[src/mted_pkg.sv]
// Shared types and constants for the Manchester edge timing decoder.
`timescale 1ns / 1ps

package mted_pkg;

  localparam int CFG_WIDTH     = 16;
  localparam int CFG_IDX_WIDTH = 3;
  localparam int SLOT_WIDTH    = 3;

  typedef enum logic [CFG_IDX_WIDTH-1:0] {
    REG_GLITCH_THRESHOLD = 3'd0,
    REG_SHORT_MIN        = 3'd1,
    REG_SHORT_MAX        = 3'd2,
    REG_LONG_MIN         = 3'd3,
    REG_LONG_MAX         = 3'd4
  } cfg_reg_t;

  localparam logic [CFG_WIDTH-1:0] GLITCH_THRESHOLD_RST = 16'd32;
  localparam logic [CFG_WIDTH-1:0] SHORT_MIN_RST        = 16'd64;
  localparam logic [CFG_WIDTH-1:0] SHORT_MAX_RST        = 16'd192;
  localparam logic [CFG_WIDTH-1:0] LONG_MIN_RST         = 16'd192;
  localparam logic [CFG_WIDTH-1:0] LONG_MAX_RST         = 16'd320;

  typedef struct packed {
    logic [CFG_WIDTH-1:0] glitch_threshold;
    logic [CFG_WIDTH-1:0] short_min;
    logic [CFG_WIDTH-1:0] short_max;
    logic [CFG_WIDTH-1:0] long_min;
    logic [CFG_WIDTH-1:0] long_max;
  } mted_cfg_t;

  typedef struct packed {
    logic                  decoded_bit;
    logic [SLOT_WIDTH-1:0] slot;
  } mted_res_t;

endpackage

[src/mted_if.sv]
// Channel interfaces: edge input, decoded bit output and register write port.
`timescale 1ns / 1ps

interface mted_in_if #(
  parameter int TIME_WIDTH = 16
);
  logic                  valid;
  logic                  ready;
  logic [TIME_WIDTH-1:0] edge_time;
  logic                  pin_level;

  modport source (output valid, output edge_time, output pin_level, input ready);
  modport sink   (input valid, input edge_time, input pin_level, output ready);
endinterface

interface mted_out_if;
  import mted_pkg::*;
  logic                  valid;
  logic                  ready;
  logic                  decoded_bit;
  logic [SLOT_WIDTH-1:0] slot;

  modport source (output valid, output decoded_bit, output slot, input ready);
  modport sink   (input valid, input decoded_bit, input slot, output ready);
endinterface

interface mted_cfg_if;
  import mted_pkg::*;
  logic                     valid;
  logic                     ready;
  logic [CFG_IDX_WIDTH-1:0] index;
  logic [CFG_WIDTH-1:0]     data;

  modport source (output valid, output index, output data, input ready);
  modport sink   (input valid, input index, input data, output ready);
endinterface

[src/manchester_edge_timing_decoder.sv]
// Top level of the Manchester edge timing decoder.
//
// in_ch carries one transfer per line edge: the timer capture value and the
// pin level after the edge. out_ch carries one transfer per decoded data bit
// together with the ring slot it was assigned. cfg_ch writes the five timing
// window registers by index (glitch threshold, short min/max, long min/max);
// it is always ready and is meant to be written while no edge is in flight.
//
// An edge lands in the input register and is classified and decoded from
// there; its bit (if any) is loaded into the output register that drives
// out_ch. One edge per cycle is sustained while out_ch does not stall with a
// bit pending; the lock state update is a loop closed on the decode stage.
// When out_ch stalls with a bit pending, decoding pauses, the input register
// holds its edge, and in_ch.ready drops once that register is full. Reset
// clears lock state, the slot counter and both stage valids, and loads the
// timing registers with their default values.
`timescale 1ns / 1ps

module manchester_edge_timing_decoder
  import mted_pkg::*;
#(
  parameter int RING_DEPTH = 8,
  parameter int TIME_WIDTH = 16
) (
  input  logic       clk,
  input  logic       rst_n,
  mted_in_if.sink    in_ch,
  mted_out_if.source out_ch,
  mted_cfg_if.sink   cfg_ch
);

  mted_cfg_t cfg;
  mted_res_t res;
  logic      res_valid;
  logic      out_free;

  mted_cfg_regs u_cfg_regs (
    .clk    (clk),
    .rst_n  (rst_n),
    .cfg_ch (cfg_ch),
    .cfg    (cfg)
  );

  mted_core #(
    .RING_DEPTH (RING_DEPTH),
    .TIME_WIDTH (TIME_WIDTH)
  ) u_core (
    .clk       (clk),
    .rst_n     (rst_n),
    .in_ch     (in_ch),
    .cfg       (cfg),
    .out_free  (out_free),
    .res_valid (res_valid),
    .res       (res)
  );

  mted_out_reg u_out_reg (
    .clk       (clk),
    .rst_n     (rst_n),
    .res_valid (res_valid),
    .res       (res),
    .out_free  (out_free),
    .out_ch    (out_ch)
  );

endmodule

[src/mted_cfg_regs.sv]
// Timing window registers, written through the configuration port.
`timescale 1ns / 1ps

module mted_cfg_regs
  import mted_pkg::*;
(
  input  logic       clk,
  input  logic       rst_n,
  mted_cfg_if.sink   cfg_ch,
  output mted_cfg_t  cfg
);

  mted_cfg_t cfg_r;
  mted_cfg_t cfg_nxt;

  assign cfg_ch.ready = 1'b1;
  assign cfg          = cfg_r;

  always_comb begin
    cfg_nxt = cfg_r;
    if (cfg_ch.valid) begin
      case (cfg_ch.index)
        REG_GLITCH_THRESHOLD: cfg_nxt.glitch_threshold = cfg_ch.data;
        REG_SHORT_MIN:        cfg_nxt.short_min        = cfg_ch.data;
        REG_SHORT_MAX:        cfg_nxt.short_max        = cfg_ch.data;
        REG_LONG_MIN:         cfg_nxt.long_min         = cfg_ch.data;
        REG_LONG_MAX:         cfg_nxt.long_max         = cfg_ch.data;
        default:              cfg_nxt = cfg_r;
      endcase
    end
  end

  always_ff @(posedge clk) begin
    if (!rst_n) begin
      cfg_r.glitch_threshold <= GLITCH_THRESHOLD_RST;
      cfg_r.short_min        <= SHORT_MIN_RST;
      cfg_r.short_max        <= SHORT_MAX_RST;
      cfg_r.long_min         <= LONG_MIN_RST;
      cfg_r.long_max         <= LONG_MAX_RST;
    end else begin
      cfg_r <= cfg_nxt;
    end
  end

endmodule

[src/mted_core.sv]
// Edge input register, gap classification and lock/bit state.
`timescale 1ns / 1ps

module mted_core
  import mted_pkg::*;
#(
  parameter int RING_DEPTH = 8,
  parameter int TIME_WIDTH = 16
) (
  input  logic       clk,
  input  logic       rst_n,
  mted_in_if.sink    in_ch,
  input  mted_cfg_t  cfg,
  input  logic       out_free,
  output logic       res_valid,
  output mted_res_t  res
);

  localparam int CMP_W  = (TIME_WIDTH > CFG_WIDTH) ? TIME_WIDTH : CFG_WIDTH;
  localparam int IDX_W  = (RING_DEPTH > 1) ? $clog2(RING_DEPTH) : 1;
  localparam logic [IDX_W-1:0] LAST_SLOT = IDX_W'(RING_DEPTH - 1);

  // input register
  logic                  s1_valid_r;
  logic [TIME_WIDTH-1:0] s1_time_r;
  logic                  s1_pin_r;

  // decoder state
  logic                  started_r,  started_nxt;
  logic                  locked_r,   locked_nxt;
  logic                  await_r,    await_nxt;
  logic [TIME_WIDTH-1:0] prev_r,     prev_nxt;
  logic                  held_r,     held_nxt;
  logic [IDX_W-1:0]      slot_r,     slot_nxt;

  logic                  advance;
  logic [CMP_W-1:0]      gap;
  logic                  is_long;
  logic                  is_short;
  logic                  in_window;
  logic                  emit;
  logic                  bit_val;

  assign advance     = s1_valid_r && out_free;
  assign in_ch.ready = !s1_valid_r || advance;

  assign gap       = CMP_W'(s1_time_r - prev_r);
  assign is_long   = (CMP_W'(cfg.long_min) < gap) && (gap < CMP_W'(cfg.long_max));
  assign is_short  = (CMP_W'(cfg.short_min) < gap) && (gap < CMP_W'(cfg.short_max));
  assign in_window = !((gap < CMP_W'(cfg.short_min)) || (gap > CMP_W'(cfg.long_max)));

  always_comb begin
    started_nxt = started_r;
    locked_nxt  = locked_r;
    await_nxt   = await_r;
    prev_nxt    = prev_r;
    held_nxt    = held_r;
    slot_nxt    = slot_r;
    emit        = 1'b0;
    bit_val     = held_r;
    if (advance) begin
      if (!started_r) begin
        started_nxt = 1'b1;
        prev_nxt    = s1_time_r;
      end else if (gap >= CMP_W'(cfg.glitch_threshold)) begin
        prev_nxt = s1_time_r;
        if (in_window) begin
          if (!locked_r) begin
            if (is_long) begin
              locked_nxt = 1'b1;
              held_nxt   = s1_pin_r;
            end
          end else if (await_r) begin
            await_nxt = 1'b0;
            // long gap after a lone short one is dropped
            if (!is_long) begin
              emit = 1'b1;
            end
          end else if (is_short) begin
            await_nxt = 1'b1;
          end else if (is_long) begin
            emit    = 1'b1;
            bit_val = ~held_r;
          end else begin
            locked_nxt  = 1'b0;
            started_nxt = 1'b0;
          end
        end
      end
      if (emit) begin
        held_nxt = bit_val;
        slot_nxt = (slot_r == LAST_SLOT) ? '0 : slot_r + 1'b1;
      end
    end
  end

  assign res_valid       = emit;
  assign res.decoded_bit = bit_val;
  assign res.slot        = SLOT_WIDTH'({{SLOT_WIDTH{1'b0}}, slot_r});

  always_ff @(posedge clk) begin
    if (!rst_n) begin
      s1_valid_r <= 1'b0;
    end else if (in_ch.ready) begin
      s1_valid_r <= in_ch.valid;
    end
  end

  always_ff @(posedge clk) begin
    if (in_ch.valid && in_ch.ready) begin
      s1_time_r <= in_ch.edge_time;
      s1_pin_r  <= in_ch.pin_level;
    end
  end

  always_ff @(posedge clk) begin
    if (!rst_n) begin
      started_r <= 1'b0;
      locked_r  <= 1'b0;
      await_r   <= 1'b0;
      prev_r    <= '0;
      held_r    <= 1'b0;
      slot_r    <= '0;
    end else begin
      started_r <= started_nxt;
      locked_r  <= locked_nxt;
      await_r   <= await_nxt;
      prev_r    <= prev_nxt;
      held_r    <= held_nxt;
      slot_r    <= slot_nxt;
    end
  end

endmodule

[src/mted_out_reg.sv]
// Result register driving the decoded bit channel.
`timescale 1ns / 1ps

module mted_out_reg
  import mted_pkg::*;
(
  input  logic       clk,
  input  logic       rst_n,
  input  logic       res_valid,
  input  mted_res_t  res,
  output logic       out_free,
  mted_out_if.source out_ch
);

  logic      valid_r;
  mted_res_t data_r;

  assign out_free           = !valid_r || out_ch.ready;
  assign out_ch.valid       = valid_r;
  assign out_ch.decoded_bit = data_r.decoded_bit;
  assign out_ch.slot        = data_r.slot;

  always_ff @(posedge clk) begin
    if (!rst_n) begin
      valid_r <= 1'b0;
    end else if (out_free) begin
      valid_r <= res_valid;
    end
  end

  always_ff @(posedge clk) begin
    if (out_free && res_valid) begin
      data_r <= res;
    end
  end

endmodule

[src/flat_wrapper.sv]
// flat-port wrapper written by rule: the top's interface ports become plain ports
module manchester_edge_timing_decoder_flat import mted_pkg::*;
#(
  parameter int RING_DEPTH = 8,
  parameter int TIME_WIDTH = 16
)
  (clk, rst_n, in_ch_valid, in_ch_edge_time, in_ch_pin_level, in_ch_ready, out_ch_valid, out_ch_decoded_bit, out_ch_slot, out_ch_ready, cfg_ch_valid, cfg_ch_index, cfg_ch_data, cfg_ch_ready);
  mted_in_if #(.TIME_WIDTH(TIME_WIDTH)) in_ch_i ();
  mted_out_if out_ch_i ();
  mted_cfg_if cfg_ch_i ();
  input  logic clk;
  input  logic rst_n;
  input wire logic [$bits(in_ch_i.valid)-1:0] in_ch_valid;
  input wire logic [$bits(in_ch_i.edge_time)-1:0] in_ch_edge_time;
  input wire logic [$bits(in_ch_i.pin_level)-1:0] in_ch_pin_level;
  output wire logic [$bits(in_ch_i.ready)-1:0] in_ch_ready;
  output wire logic [$bits(out_ch_i.valid)-1:0] out_ch_valid;
  output wire logic [$bits(out_ch_i.decoded_bit)-1:0] out_ch_decoded_bit;
  output wire logic [$bits(out_ch_i.slot)-1:0] out_ch_slot;
  input wire logic [$bits(out_ch_i.ready)-1:0] out_ch_ready;
  input wire logic [$bits(cfg_ch_i.valid)-1:0] cfg_ch_valid;
  input wire logic [$bits(cfg_ch_i.index)-1:0] cfg_ch_index;
  input wire logic [$bits(cfg_ch_i.data)-1:0] cfg_ch_data;
  output wire logic [$bits(cfg_ch_i.ready)-1:0] cfg_ch_ready;
  assign in_ch_i.valid = in_ch_valid;
  assign in_ch_i.edge_time = in_ch_edge_time;
  assign in_ch_i.pin_level = in_ch_pin_level;
  assign in_ch_ready = in_ch_i.ready;
  assign out_ch_valid = out_ch_i.valid;
  assign out_ch_decoded_bit = out_ch_i.decoded_bit;
  assign out_ch_slot = out_ch_i.slot;
  assign out_ch_i.ready = out_ch_ready;
  assign cfg_ch_i.valid = cfg_ch_valid;
  assign cfg_ch_i.index = cfg_ch_index;
  assign cfg_ch_i.data = cfg_ch_data;
  assign cfg_ch_ready = cfg_ch_i.ready;
  manchester_edge_timing_decoder #(.RING_DEPTH(RING_DEPTH), .TIME_WIDTH(TIME_WIDTH)) u_core (.clk(clk), .rst_n(rst_n), .in_ch(in_ch_i), .out_ch(out_ch_i), .cfg_ch(cfg_ch_i));
endmodule
[config.mk]
export PLATFORM = sky130hd
export DESIGN_NAME = manchester_edge_timing_decoder_flat
export DESIGN_NICKNAME = d
export VERILOG_FILES = /design/src/mted_pkg.sv /design/src/mted_if.sv /design/src/manchester_edge_timing_decoder.sv /design/src/mted_cfg_regs.sv /design/src/mted_core.sv /design/src/mted_out_reg.sv /design/src/flat_wrapper.sv
export SDC_FILE = /design/constraint.sdc
export NUM_CORES = 1
export LEC_CHECK = 0
export BUFFER_PORTS_ARGS = -buffer_cell sky130_fd_sc_hd__buf_2
export CAP_MARGIN = 20
export CORE_MARGIN = 4
export CORE_UTILIZATION = 55
export CTS_BUF_LIST = sky130_fd_sc_hd__clkbuf_8
export CTS_CLUSTER_DIAMETER = 40
export DETAILED_ROUTE_END_ITERATION = 12
export PLACE_DENSITY = 0.73
export SLEW_MARGIN = 20
export SYNTH_ARGS = -nofsm -noshare
export SYNTH_HDL_FRONTEND = slang
export SYNTH_SLANG_ARGS = --single-unit
export TNS_END_PERCENT = 50
[constraint.sdc]
create_clock -name clk -period 14.1 [get_ports clk]
set_input_delay 2.115 -clock clk [delete_from_list [all_inputs] [get_ports clk]]
set_output_delay 2.115 -clock clk [all_outputs]
set_load 0.03 [all_outputs]
==> impl_metrics.toml <==
[run_status]
status = "finished clean"

[sta]
rsz0062_at_grt = "false"
worst_slew_pin_slew_ps = 1040
drv_slew = 0
fin_skew_ps = 11.6
relSlewSlack = 0.304
hold_violations = 0
setup_viol = 0
setup_tns_ps = 0
period_minus_slack_ps = 5960
fmax_mhz = 168
period_share = 0.422

[setup_path]
cpMaxStageDelayCell = "xnor2_1"
critical_path_required_ps = 14210
path_class = "flop to flop"
end_kind = "flop"
crit_arrival_ps = 6060
crit_path_cell_trace = "ha_1, a21o_1, a31oi_2, a21o_2, nand3b_1, a21oi_1, o21bai_1, a21oi_1, o21bai_1, a21o_1, xnor2_1, inv_1, ha_1, and4_1, o211ai_1, o21bai_1, maj3_1, maj3_1, a31oi_1, o21a_1, mux2_4, nor2_1"
cpPeakStageDelay_ps = 430
cp-start-kind = "flop"
critPathMaxFanout = 6
worst_path_most_repeated_cell = "o21bai_1"

[synthesis]
synth-edff-count = 21
async_flop_share = 0
synthCells = 864
ys_seq_area_frac = 0.379
ys_types = 67
synth_area_per_cell_um2 = 8.34
ys_ff_latch = 126
yosysWarnings = 0
syn_nets = 991
netlist_area_um2 = 7210
synth_ff_type = "dfxtp_1"

[floorplan]
rows = 41
die_w_um = 122
io_pins = 48
dieHeight_um = 122
core_area_um2 = 12700
dieArea_um2 = 15000
start_util = 0.566

[pwr]
intPower_uw = 683
power.share.switching = 0.310
pwr_density_cell_nw_per_um2 = 124
switching_power_uw = 307
power.total_uw = 990
pwr-share-comb = 0.276
ir_drop_v = 0.000108
clkPwrFrac = 0.335
leakage_nw = 3.19
p_seq_frac = 0.389

[clock_tree]
cts_root_buffer = "clkbuf_8"
clock-sinks = 126
insertion_delay_ps = 450
cts_made_buffers = 17
ctsHoldBuffers = 0
cts_tree = "built"
htreeDepth = 4
clockBufferDepth = 2
clk_pin_slew_ps = 70
cts_setup_buffers = 0
cts_resized = 0

[detailed_routing]
routed-via-count = 5893
wirelength_mm = 16.3
drtAntennaViolNets = 0
drt_iter0_markers = 479
dr.pass1.iters = 5
viasPerCell = 5.42
drc_errors = 0
avgRoutedWirePerCell_um = 15.0

[place]
place_congestion = 0.878
dp_hpwl_mm = 11.8
port_buffers = 46

[worst_hold_path]
worstHoldPathType = "flop to flop"

[global_routing]
grt_pass1_vias = 5653
grt_pass1_wl_mm = 27.2
grt_use_total = 0.231
grt_max_degree = 95
antenna_found_initial = 0
grt.overflow.total = 0

[finish]
final_util = 0.627
drive_gt1_frac = 0.104
diodes = 0
layout_commonest_cell = "nand2_1"
num-fill-cells = 1214
final_cell_mix = "nand2_1 (174), a21oi_1 (108), dfxtp_1 (105)"
area_growth_pct = 10.6
fin_nets = 1029

[flow_run]
cap_viol_max_count = 0
[kinds of logic (layout without fill, tap and decap cells)]
logic type,Yosys count,after routing,synth area share
flip-flops,126,126,0.379
XOR/XNOR,16,16,0.0205
AO/OA/AOI/OAI,204,204,0.177
other,1,1,0.000520
AND/OR/NAND/NOR,279,279,0.167
adder cells (fa/ha/maj),91,91,0.157
buffers and inverters,126,177,0.0686
multiplexers,21,21,0.0300
[registers in the layout (all words and copies together), names as in the netlist]
| name | flops |
|---|---|
| u_core.u_core.s1_pin_r | 1 |
| u_core.u_core.prev_r | 16 |
| u_core.u_core.held_r | 1 |
| u_core.u_core.slot_r | 3 |
| u_core.u_core.started_r | 1 |
| u_core.u_cfg_regs.cfg | 80 |
| u_core.u_core.await_r | 1 |
| u_core.u_core.s1_time_r | 16 |
| u_core.u_core.locked_r | 1 |
| u_core.u_out_reg.out_ch.slot | 3 |
| u_core.u_out_reg.out_ch.valid | 1 |
| u_core.u_out_reg.out_ch.decoded_bit | 1 |
| u_core.u_core.s1_valid_r | 1 |
[critical path: cells and delay by family (launching register included)]
family / cells / cell delay (ps)
fa+ha+maj: 4 / 1430
flops: 1 / 390
simple gates: 3 / 620
xor+xnor: 1 / 430
buf+inv: 1 / 90
mux: 1 / 350
compound gates: 12 / 2310
[final timing paths]
path / startpoint / to / slack (ps) / cells after the start
setup reg to reg: u_core.u_core.s1_time_r[4] / u_core.u_out_reg.out_ch.slot[2] / 8140 / 22
hold / removal: u_core.u_cfg_regs.cfg[15] / u_core.u_cfg_regs.cfg[15] / 450 / 2
hold reg to reg: u_core.u_cfg_regs.cfg[15] / u_core.u_cfg_regs.cfg[15] / 450 / 2
setup / recovery: u_core.u_core.s1_time_r[4] / u_core.u_out_reg.out_ch.slot[2] / 8140 / 22
[metrics by stage]
step	instances	hold slack, ps	area, um^2	setup slack, ps
final	1087	454	7970	8140
after global routing	1087	474	7970	7760
after CTS	1087	457	7970	8150
after detailed placement	1055	448	7550	8170
after global placement	1055	442	7550	8330
after floorplan	864	428	7210	8820
[final cells by class]
| class | instances | area [um^2] | area share |
|---|---|---|---|
| Timing Repair Buffer | 50 | 260 | 0.0326 |
| Clock inverter | 10 | 120 | 0.0151 |
| Clock buffer | 22 | 303 | 0.0380 |
| Tap cell | 172 | 215 | 0.0270 |
| Sequential cell | 126 | 2730 | 0.343 |
| Multi-Input combinational cell | 612 | 3990 | 0.500 |
| Inverter | 95 | 357 | 0.0447 |
[power groups by stage]
| stage | combinational [mW] | clock [mW] | sequential (mW) |
|---|---|---|---|
| 2_1_floorplan | 0.202 | 0 | 0.391 |
| 3_3_place_gp | 0.265 | 0 | 0.393 |
| 3_5_place_dp | 0.271 | 0 | 0.393 |
| 4_1_cts | 0.273 | 0.339 | 0.385 |
| 5_1_grt | 0.310 | 0.354 | 0.386 |
| 6_report | 0.273 | 0.332 | 0.385 |
[cells in the mapped netlist (all sizes together) (4+ instances only)]
library cell,number,area [um^2]
o31ai,5,37.5
nand2,174,653
nor3,6,30.0
maj3,5,51.3
nand3,20,100
dfxtp,105,2100
o211ai,10,88.8
buf,5,38.8
edfxtp,21,631
inv,95,357
a21oi,109,549
xnor2,11,104
nor2,36,135
nand4,6,37.5
a211oi,4,35.0
a21o,12,91.3
a31oi,5,37.5
o21ai,22,110
o21bai,5,37.5
clkbuf,26,98.8
xor2,5,43.8
o21a,9,75.1
mux2i,19,190
ha,85,1060
and3,7,43.8
or2,4,25.0
nand2b,6,37.5
nor2b,8,50.1
o2111ai,4,35.0
[routing by layer]
metal  wire [um]  global-route usage  vias up
met5           0                   0        -
met4         374              0.0917        0
met3         640              0.0465       26
met2        7750               0.383      109
met1        7560               0.295     2726
li1            -                   -     3032
Power figures use the tool's default switching activity.
